## src/hw/rtl/rdb_pkg.sv

```systemverilog
// rdb_pkg: shared types, command codes and size constants for the reversible deque buffer.
// Used by rdb_front, rdb_cmd_fifo, rdb_back and reversible_deque_buffer. No dependencies.
package rdb_pkg;

  localparam int DEPTH_DEFAULT      = 64;
  localparam int VALUE_BITS_DEFAULT = 32;
  localparam int CMD_BITS           = 3;
  localparam int DATA_BITS          = 32;
  localparam int COUNT_BITS         = 7;

  localparam int CMDQ_DEPTH = 2;
  localparam int OQ_DEPTH   = 4;
  localparam int OQ_CNT_W   = $clog2(OQ_DEPTH + 1);

  localparam logic [CMD_BITS-1:0] CMD_CLEAR   = 3'd0;
  localparam logic [CMD_BITS-1:0] CMD_APPEND  = 3'd1;
  localparam logic [CMD_BITS-1:0] CMD_REVERSE = 3'd2;
  localparam logic [CMD_BITS-1:0] CMD_DELETE  = 3'd3;
  localparam logic [CMD_BITS-1:0] CMD_EMIT    = 3'd4;

  typedef enum logic [2:0] {
    OP_CLEAR,
    OP_APPEND,
    OP_REVERSE,
    OP_DELETE,
    OP_EMIT,
    OP_INVALID
  } op_t;

  typedef enum logic [1:0] {
    RK_DATA,
    RK_ERROR,
    RK_EMPTY
  } res_kind_t;

  typedef enum logic {
    BK_IDLE,
    BK_RUN
  } back_state_t;

  typedef struct packed {
    logic [CMD_BITS-1:0]   command;
    logic [DATA_BITS-1:0]  value;
    logic [COUNT_BITS-1:0] expected_count;
  } item_t;

  typedef struct packed {
    logic [DATA_BITS-1:0] value_res;
    logic                 is_error;
    logic                 is_empty;
    logic                 last;
  } result_t;

  typedef struct packed {
    op_t                   op;
    logic [DATA_BITS-1:0]  value;
    logic [COUNT_BITS-1:0] expected_count;
  } dec_t;

endpackage

```

## src/hw/rtl/reversible_deque_buffer.sv

```systemverilog
// Reversible deque buffer: list buffer with a lazy reverse flag.
// Path: an emit's first element passes front reg, queue, run state, memory read
//   and result queue; an error result or empty marker: front reg, queue, issue reg, result queue.
// Throughput: one command per cycle while the back end is idle and the result queue has
//   room; an emit run holds the back end, one memory read per element. Synchronous active-high rst clears all
//   control state; element memory is not cleared (no clearing pass, ready after reset).
module reversible_deque_buffer #(
  parameter int DEPTH      = rdb_pkg::DEPTH_DEFAULT,
  parameter int VALUE_BITS = rdb_pkg::VALUE_BITS_DEFAULT
) (
  input  logic             clk,
  input  logic             rst,
  input  logic             item_valid,
  output logic             item_ready,
  input  rdb_pkg::item_t   item,
  output logic             result_valid,
  input  logic             result_ready,
  output rdb_pkg::result_t result
);

  // front to queue
  logic          fq_valid;
  logic          fq_ready;
  rdb_pkg::dec_t fq_data;

  // queue to back
  logic          qb_valid;
  logic          qb_ready;
  rdb_pkg::dec_t qb_data;

  // Register and decode each transfer; unknown codes turn into an invalid op here.
  rdb_front u_front (
    .clk        (clk),
    .rst        (rst),
    .item_valid (item_valid),
    .item_ready (item_ready),
    .item       (item),
    .dec_valid  (fq_valid),
    .dec_ready  (fq_ready),
    .dec        (fq_data)
  );

  // Hold decoded commands while the back end streams an emit run.
  rdb_cmd_fifo u_cmdq (
    .clk        (clk),
    .rst        (rst),
    .push_valid (fq_valid),
    .push_ready (fq_ready),
    .push_data  (fq_data),
    .pop_valid  (qb_valid),
    .pop_ready  (qb_ready),
    .pop_data   (qb_data)
  );

  // Execute commands on list state; emit results go out through a small queue.
  rdb_back #(
    .DEPTH      (DEPTH),
    .VALUE_BITS (VALUE_BITS)
  ) u_back (
    .clk          (clk),
    .rst          (rst),
    .cmd_valid    (qb_valid),
    .cmd_ready    (qb_ready),
    .cmd          (qb_data),
    .result_valid (result_valid),
    .result_ready (result_ready),
    .result       (result)
  );

endmodule

```

## src/hw/rtl/rdb_front.sv

```systemverilog
// rdb_front: input stage; registers each item and decodes its command code.
// Depends on rdb_pkg.
module rdb_front (
  input  logic            clk,
  input  logic            rst,
  input  logic            item_valid,
  output logic            item_ready,
  input  rdb_pkg::item_t  item,
  output logic            dec_valid,
  input  logic            dec_ready,
  output rdb_pkg::dec_t   dec
);

  logic          f_valid;
  rdb_pkg::dec_t f_dec;
  rdb_pkg::op_t  op_next;

  // map raw codes onto operations; unused codes become invalid
  always_comb begin
    case (item.command)
      rdb_pkg::CMD_CLEAR:   op_next = rdb_pkg::OP_CLEAR;
      rdb_pkg::CMD_APPEND:  op_next = rdb_pkg::OP_APPEND;
      rdb_pkg::CMD_REVERSE: op_next = rdb_pkg::OP_REVERSE;
      rdb_pkg::CMD_DELETE:  op_next = rdb_pkg::OP_DELETE;
      rdb_pkg::CMD_EMIT:    op_next = rdb_pkg::OP_EMIT;
      default:              op_next = rdb_pkg::OP_INVALID;
    endcase
  end

  assign item_ready = !f_valid || dec_ready;
  assign dec_valid  = f_valid;
  assign dec        = f_dec;

  always_ff @(posedge clk) begin
    if (rst) begin
      f_valid <= 1'b0;
    end else if (item_ready) begin
      f_valid <= item_valid;
    end
  end

  always_ff @(posedge clk) begin
    if (item_valid && item_ready) begin
      f_dec.op             <= op_next;
      f_dec.value          <= item.value;
      f_dec.expected_count <= item.expected_count;
    end
  end

endmodule

```

## src/hw/rtl/rdb_cmd_fifo.sv

```systemverilog
// rdb_cmd_fifo: short queue of decoded commands between front and back.
// Depends on rdb_pkg.
module rdb_cmd_fifo (
  input  logic          clk,
  input  logic          rst,
  input  logic          push_valid,
  output logic          push_ready,
  input  rdb_pkg::dec_t push_data,
  output logic          pop_valid,
  input  logic          pop_ready,
  output rdb_pkg::dec_t pop_data
);

  localparam int PW = (rdb_pkg::CMDQ_DEPTH > 1) ? $clog2(rdb_pkg::CMDQ_DEPTH) : 1;
  localparam int CW = $clog2(rdb_pkg::CMDQ_DEPTH + 1);
  localparam logic [PW-1:0] LAST_PTR = PW'(rdb_pkg::CMDQ_DEPTH - 1);
  localparam logic [CW-1:0] FULL_CNT = CW'(rdb_pkg::CMDQ_DEPTH);

  rdb_pkg::dec_t     entries [rdb_pkg::CMDQ_DEPTH];
  logic [PW-1:0]     wr_ptr;
  logic [PW-1:0]     rd_ptr;
  logic [CW-1:0]     count;
  logic              do_push;
  logic              do_pop;

  assign push_ready = (count != FULL_CNT);
  assign pop_valid  = (count != '0);
  assign pop_data   = entries[rd_ptr];
  assign do_push    = push_valid && push_ready;
  assign do_pop     = pop_valid && pop_ready;

  always_ff @(posedge clk) begin
    if (rst) begin
      wr_ptr <= '0;
      rd_ptr <= '0;
      count  <= '0;
    end else begin
      if (do_push) begin
        wr_ptr <= (wr_ptr == LAST_PTR) ? '0 : wr_ptr + 1'b1;
      end
      if (do_pop) begin
        rd_ptr <= (rd_ptr == LAST_PTR) ? '0 : rd_ptr + 1'b1;
      end
      if (do_push && !do_pop) begin
        count <= count + 1'b1;
      end else if (do_pop && !do_push) begin
        count <= count - 1'b1;
      end
    end
  end

  always_ff @(posedge clk) begin
    if (do_push) begin
      entries[wr_ptr] <= push_data;
    end
  end

endmodule

```

## src/hw/rtl/rdb_back.sv

```systemverilog
// rdb_back: executes decoded commands on the list state and element memory,
// streams emit runs through a registered read into a small result queue. Depends on rdb_pkg.
module rdb_back #(
  parameter int DEPTH      = rdb_pkg::DEPTH_DEFAULT,
  parameter int VALUE_BITS = rdb_pkg::VALUE_BITS_DEFAULT
) (
  input  logic             clk,
  input  logic             rst,
  input  logic             cmd_valid,
  output logic             cmd_ready,
  input  rdb_pkg::dec_t    cmd,
  output logic             result_valid,
  input  logic             result_ready,
  output rdb_pkg::result_t result
);

  localparam int IDX_W = $clog2(DEPTH + 1);
  localparam int AW    = $clog2(DEPTH);
  localparam logic [IDX_W-1:0] DEPTH_IDX = IDX_W'(DEPTH);
  localparam int OQ_PW = $clog2(rdb_pkg::OQ_DEPTH);
  localparam logic [rdb_pkg::OQ_CNT_W-1:0] OQ_FULL   = rdb_pkg::OQ_CNT_W'(rdb_pkg::OQ_DEPTH);
  localparam logic [rdb_pkg::OQ_CNT_W-1:0] OQ_CREDIT = rdb_pkg::OQ_CNT_W'(rdb_pkg::OQ_DEPTH - 2);

  // list state
  logic [IDX_W-1:0]               head;
  logic [IDX_W-1:0]               tail;
  logic [rdb_pkg::COUNT_BITS-1:0] loaded;
  logic [rdb_pkg::COUNT_BITS-1:0] declared;
  logic                           reversed;
  logic                           failed;

  // emit sequencer
  rdb_pkg::back_state_t state;
  rdb_pkg::back_state_t state_next;
  logic [IDX_W-1:0]     rd_ptr;
  logic [IDX_W-1:0]     rd_end;
  logic                 rd_down;

  // element memory
  logic [VALUE_BITS-1:0] mem [DEPTH];
  logic [VALUE_BITS-1:0] mem_q;

  // issue stage (registered alongside the memory read)
  logic                 iss_valid;
  rdb_pkg::res_kind_t   iss_kind;
  logic                 iss_last;

  // result queue
  rdb_pkg::result_t              oq [rdb_pkg::OQ_DEPTH];
  logic [OQ_PW-1:0]              oq_wr;
  logic [OQ_PW-1:0]              oq_rd;
  logic [rdb_pkg::OQ_CNT_W-1:0]  oq_count;
  rdb_pkg::result_t              oq_in;
  logic                          oq_pop;

  logic               credit_ok;
  logic               exec;
  logic               start_run;
  logic               issue_valid;
  rdb_pkg::res_kind_t issue_kind;
  logic               issue_last;
  logic               rd_en;
  logic               run_last;
  logic               do_append;

  assign credit_ok = (oq_count + rdb_pkg::OQ_CNT_W'(iss_valid)) <= OQ_CREDIT;
  assign run_last  = (rd_ptr == rd_end);
  assign do_append = exec && (cmd.op == rdb_pkg::OP_APPEND) && (tail < DEPTH_IDX);

  // next state
  always_comb begin
    state_next = state;
    case (state)
      rdb_pkg::BK_IDLE: if (start_run) state_next = rdb_pkg::BK_RUN;
      rdb_pkg::BK_RUN:  if (credit_ok && run_last) state_next = rdb_pkg::BK_IDLE;
      default:          state_next = rdb_pkg::BK_IDLE;
    endcase
  end

  // outputs of the sequencer
  always_comb begin
    cmd_ready   = (state == rdb_pkg::BK_IDLE) && credit_ok;
    exec        = cmd_valid && cmd_ready;
    start_run   = 1'b0;
    issue_valid = 1'b0;
    issue_kind  = rdb_pkg::RK_DATA;
    issue_last  = 1'b1;
    rd_en       = 1'b0;
    case (state)
      rdb_pkg::BK_IDLE: begin
        if (exec && cmd.op == rdb_pkg::OP_EMIT) begin
          if (failed || loaded != declared) begin
            issue_valid = 1'b1;
            issue_kind  = rdb_pkg::RK_ERROR;
          end else if (head >= tail) begin
            issue_valid = 1'b1;
            issue_kind  = rdb_pkg::RK_EMPTY;
          end else begin
            start_run = 1'b1;
          end
        end
      end
      rdb_pkg::BK_RUN: begin
        if (credit_ok) begin
          issue_valid = 1'b1;
          issue_last  = run_last;
          rd_en       = 1'b1;
        end
      end
      default: begin
        issue_valid = 1'b0;
      end
    endcase
  end

  always_ff @(posedge clk) begin
    if (rst) begin
      state     <= rdb_pkg::BK_IDLE;
      head      <= '0;
      tail      <= '0;
      loaded    <= '0;
      declared  <= '0;
      reversed  <= 1'b0;
      failed    <= 1'b0;
      iss_valid <= 1'b0;
    end else begin
      state     <= state_next;
      iss_valid <= issue_valid;
      if (exec) begin
        case (cmd.op)
          rdb_pkg::OP_CLEAR: begin
            head     <= '0;
            tail     <= '0;
            loaded   <= '0;
            declared <= cmd.expected_count;
            reversed <= 1'b0;
            failed   <= 1'b0;
          end
          rdb_pkg::OP_APPEND: begin
            if (tail >= DEPTH_IDX) begin
              failed <= 1'b1;
            end else begin
              tail   <= tail + 1'b1;
              loaded <= loaded + 1'b1;
            end
          end
          rdb_pkg::OP_REVERSE: reversed <= !reversed;
          rdb_pkg::OP_DELETE: begin
            if (head >= tail) begin
              failed <= 1'b1;
            end else if (reversed) begin
              tail <= tail - 1'b1;
            end else begin
              head <= head + 1'b1;
            end
          end
          rdb_pkg::OP_EMIT: failed <= failed;
          default:          failed <= 1'b1;
        endcase
      end
    end
  end

  // run pointers and issue payload
  always_ff @(posedge clk) begin
    if (start_run) begin
      rd_ptr  <= reversed ? tail - 1'b1 : head;
      rd_end  <= reversed ? head : tail - 1'b1;
      rd_down <= reversed;
    end else if (rd_en && !run_last) begin
      rd_ptr <= rd_down ? rd_ptr - 1'b1 : rd_ptr + 1'b1;
    end
    if (issue_valid) begin
      iss_kind <= issue_kind;
      iss_last <= issue_last;
    end
  end

  always_ff @(posedge clk) begin
    if (do_append) begin
      mem[tail[AW-1:0]] <= cmd.value[VALUE_BITS-1:0];
    end
  end

  always_ff @(posedge clk) begin
    if (rd_en) begin
      mem_q <= mem[rd_ptr[AW-1:0]];
    end
  end

  // result queue
  always_comb begin
    oq_in.value_res = (iss_kind == rdb_pkg::RK_DATA) ? rdb_pkg::DATA_BITS'(mem_q) : '0;
    oq_in.is_error  = (iss_kind == rdb_pkg::RK_ERROR);
    oq_in.is_empty  = (iss_kind == rdb_pkg::RK_EMPTY);
    oq_in.last      = iss_last;
  end

  assign result_valid = (oq_count != '0);
  assign result       = oq[oq_rd];
  assign oq_pop       = result_valid && result_ready;

  always_ff @(posedge clk) begin
    if (rst) begin
      oq_wr    <= '0;
      oq_rd    <= '0;
      oq_count <= '0;
    end else begin
      if (iss_valid) oq_wr <= oq_wr + 1'b1;
      if (oq_pop)    oq_rd <= oq_rd + 1'b1;
      if (iss_valid && !oq_pop) begin
        oq_count <= oq_count + 1'b1;
      end else if (oq_pop && !iss_valid) begin
        oq_count <= oq_count - 1'b1;
      end
    end
  end

  always_ff @(posedge clk) begin
    if (iss_valid) begin
      oq[oq_wr] <= oq_in;
    end
  end

  a_head_le_tail: assert property (@(posedge clk) disable iff (rst) head <= tail)
    else $error("head index passed tail index");
  a_tail_bound: assert property (@(posedge clk) disable iff (rst) tail <= DEPTH_IDX)
    else $error("tail index beyond buffer depth");
  a_oq_no_overflow: assert property (@(posedge clk) disable iff (rst)
    iss_valid |-> oq_count < OQ_FULL)
    else $error("result queue overflow");
  a_run_in_range: assert property (@(posedge clk) disable iff (rst)
    state == rdb_pkg::BK_RUN |-> (rd_ptr >= head && rd_ptr < tail))
    else $error("emit read outside the live list");

endmodule
```

## config.mk

```make
export PLATFORM = sky130hd
export DESIGN_NAME = reversible_deque_buffer
export DESIGN_NICKNAME = d
export VERILOG_FILES = /design/src/hw/rtl/rdb_pkg.sv /design/src/hw/rtl/reversible_deque_buffer.sv /design/src/hw/rtl/rdb_front.sv /design/src/hw/rtl/rdb_cmd_fifo.sv /design/src/hw/rtl/rdb_back.sv
export SDC_FILE = /design/constraint.sdc
export NUM_CORES = 2
export LEC_CHECK = 0
export CORE_ASPECT_RATIO = 1.75
export CORE_MARGIN = 4
export CORE_UTILIZATION = 55
export CTS_CLUSTER_SIZE = 20
export DETAILED_ROUTE_END_ITERATION = 8
export DONT_BUFFER_PORTS = 1
export PLACE_DENSITY = 0.73
export SLEW_MARGIN = 20
export SYNTH_ARGS = -nofsm -noshare
export SYNTH_HDL_FRONTEND = slang
export SYNTH_SLANG_ARGS = --single-unit
```

## constraint.sdc

```tcl
create_clock -name clk -period 5.7 [get_ports clk]
set_input_delay 0.855 -clock clk [delete_from_list [all_inputs] [get_ports clk]]
set_output_delay 0.855 -clock clk [all_outputs]
set_load 0.03 [all_outputs]
```

==> results.py <==
metrics = {
    "power_and_ir_drop": {
        "p_leak_nw": 32.1,
        "ir_drop_mv": 0.294,
        "p_total_mw": 37.4,
        "powerDensity_nw_per_um2": 365,
    },
    "sta": {
        "max_freq_ghz": 0.228,
        "fin_skew_ns": 0.0629,
        "hold-worst-slack_ns": 0.0706,
        "tightest_slew_ns": 1.21,
        "finalHoldViolations": 0,
        "relSlewSlack_pct": 19.0,
        "setup_ws_ns": 1.31,
        "setup_tns_ns": 0,
        "fin_crit_ns": 4.39,
        "slew_viol_final": 0,
        "finalSetupViolCount": 0,
        "rsz0062_at_grt": "false",
        "post-route-period-util_pct": 77.1,
    },
    "logic_synthesis": {
        "synth.cell_area_um2": 92400,
        "netlist.area_leader.share_pct": 76.8,
        "synth_top_flop_cell": "edfxtp_1",
        "synthArstFlopShare_pct": 0,
        "synth.distinct_cells": 71,
        "synth-seq-area-share_pct": 77.8,
        "avgSynthCellArea_um2": 22.2,
        "ys_seq_elements": 2411,
        "synth-edff-count": 2364,
        "ys_warn_count": 0,
        "syn_inst": 4168,
        "yosys.area.top_type": "edfxtp_1",
        "syn-num-nets": 4241,
        "ys_top_cells_by_area": "edfxtp_1 (77%), mux4_2 (13%), mux2i_1 (2.0%)",
    },
    "global_routing": {
        "antenna_found_initial": 17,
        "track_usage_pct": 26.8,
        "grt_remaining_overflow": 0,
        "grt_pass1_vias": 44700,
        "grt_max_degree": 110,
        "grt_pass1_wl_um": 333000,
    },
    "run": {
        "drv_cap": 0,
    },
    "cells_and_area": {
        "drive_above_1_share_pct": 25.1,
        "layout_commonest_cell": "edfxtp_1",
        "fin_area_um2": 103000,
        "final_cell_mix": "edfxtp_1 (2364), mux4_2 (531), clkbuf_16 (207)",
        "area_delta_synth_final_pct": 10.9,
        "final_util_pct": 61.5,
        "stdcell_count": 6667,
        "layout.nets": 4366,
    },
    "floorplan": {
        "start_util_pct": 55.4,
        "die_w_um": 318,
        "die-area_um2": 175000,
        "std_cell_rows": 198,
        "die_h_um": 550,
        "ioPinCount": 83,
        "core_um2": 167000,
    },
    "placed_design": {
        "dp.cells": 6283,
        "portBuffers": 0,
        "dp_hpwl_um": 143000,
        "gp_congestion": 0.921,
        "place_ws_ns": 1.41,
        "place_area_um2": 95900,
    },
    "setup_path": {
        "cp_max_fo": 32,
        "r2r_slack_ns": 1.31,
        "r2r_end": "u_back.mem[19][18]",
        "crit_required_ns": 6.12,
        "worst_setup_path_end_kind": "flip-flop",
        "cp-start-kind": "flip-flop",
        "slowest_stage": "nor2_4",
        "cp_common_cell": "ha_1",
        "crit_arrival_ns": 4.81,
        "max_stage_delay_ns": 1.07,
        "r2r-start": "u_back.iss_valid",
        "reg2reg_depth": 8,
        "critical_path.startpoint": "u_back.iss_valid",
        "crit_type": "reg2reg",
        "crit_chain": "ha_1, ha_1, xor2_1, and4bb_4, nand2_1, a21oi_4, nand4_1, nor2_4",
    },
    "min_path": {
        "hold_depth": 1,
        "hold_path.class": "in2reg",
        "worstHoldStart": "rst",
        "min_to": "u_back.declared[5]",
    },
    "cts": {
        "cts_sinks": 2411,
        "cts_hold_buf": 0,
        "cts_resized": 0,
        "clock_latency_ns": 0.86,
        "cts_root_buf": "clkbuf_16",
        "post_cts_buffers": 0,
        "clockBufferDepth": 4,
        "path_clk_slew_ns": 0.07,
        "cts_tree": "yes",
        "ctsHtreeMaxLevel": 4,
        "numCtsBuffers": 204,
    },
    "routing": {
        "routedWlPerCell_um": 35.2,
        "drtIter0Drc": 6011,
        "totalWireLength_um": 235000,
        "vias_per_cell": 6.65,
        "first_pass_iters": 6,
        "num_vias": 44400,
        "antenna_left": 0,
        "drc": 0,
    },
    "run_status": {
        "status": "finished clean",
    },
}
cell usage after synthesis, types with 28 or more instances:
library cell	number
mux4_2	531
buf_4	31
nand2_1	64
clkbuf_1	77
nand3_1	28
o22ai_1	63
o21ai_0	52
buf_2	57
buf_1	37
mux2_2	41
dfxtp_1	47
a221oi_1	34
edfxtp_1	2364
nor2_1	124
and2_1	47
a21oi_1	50
mux2i_1	186
how the worst max path moves through the flow:
stage / endpoint / slack [ns] / depth (start not counted)
3_5_place_dp: u_back.mem[17][31] / 1.41 / 8
4_1_cts: u_back.mem[16][16] / 1.33 / 8
3_3_place_gp: u_back.mem_q[15] / 1.34 / 6
5_1_grt: u_back.mem[17][16] / 1.14 / 8
2_1_floorplan: u_back.mem[45][0] / 0.38 / 8
6_report: u_back.mem[19][18] / 1.31 / 8
logic make-up (layout without fill, tap and decap cells):
kind of cell | after synthesis | after routing | synth area share, %
flops | 2411 | 2411 | 77.8
mux | 768 | 768 | 15.7
simple gates | 359 | 359 | 1.92
compound gates | 319 | 319 | 2.39
buf+inv | 242 | 529 | 1.34
xor+xnor | 42 | 42 | 0.398
fa+ha+maj | 27 | 27 | 0.382
other cells | 0 | 12 | 0
power breakdown:
group | internal (mW) | switching [mW] | total [mW]
registers | 20.7 | 0.104 | 20.8
logic | 0.522 | 2.34 | 2.86
clock network | 7.61 | 6.20 | 13.8
flip-flops by register name (all words and copies together), names as in the netlist, 2 cells and up, named ones only:
name / cells
u_back.tail: 7
u_back.mem_q: 32
u_back.rd_ptr: 7
u_back.mem: 2048
u_back.oq_wr: 2
u_back.head: 7
u_front.dec: 42
u_back.oq_count: 3
u_cmdq.count: 2
u_back.iss_kind: 2
u_back.oq_rd: 2
u_cmdq.entries: 84
u_back.rd_end: 7
u_back.declared: 7
u_back.oq: 140
u_back.loaded: 7
routing by layer:
| metal | wire length (µm) | vias up | share of wire [%] | track usage (%) |
|---|---|---|---|---|
| li1 | - | 17800 | - | - |
| met1 | 76700 | 23400 | 33 | 32.0 |
| met2 | 119000 | 2604 | 51 | 45.1 |
| met3 | 19800 | 596 | 8.4 | 4.57 |
| met4 | 19100 | 2 | 8.1 | 18.3 |
| met5 | 13 | - | 0.0055 | 0 |
layout make-up:
| cell class | count | area [µm²] |
|---|---|---|
| Sequential cell | 2411 | 71900 |
| Fill cell | 10900 | 64200 |
| Multi-Input combinational cell | 1515 | 19900 |
| Clock buffer | 236 | 5320 |
| Tap cell | 2200 | 2750 |
| Timing Repair Buffer | 139 | 1290 |
| Clock inverter | 132 | 1220 |
| Inverter | 22 | 85.1 |
| Antenna cell | 12 | 30.0 |
critical path: cells and delay by family, from the launching register on:
family,cells,cell delay [ns]
xor gates and xnor gates,1,0.16
and+or+nand+nor,4,2.33
adders and majority gates,2,0.40
AOI/OAI and AO/OA,1,0.64
DFF,1,0.39
No activity file was read; power rests on OpenSTA's default activity.
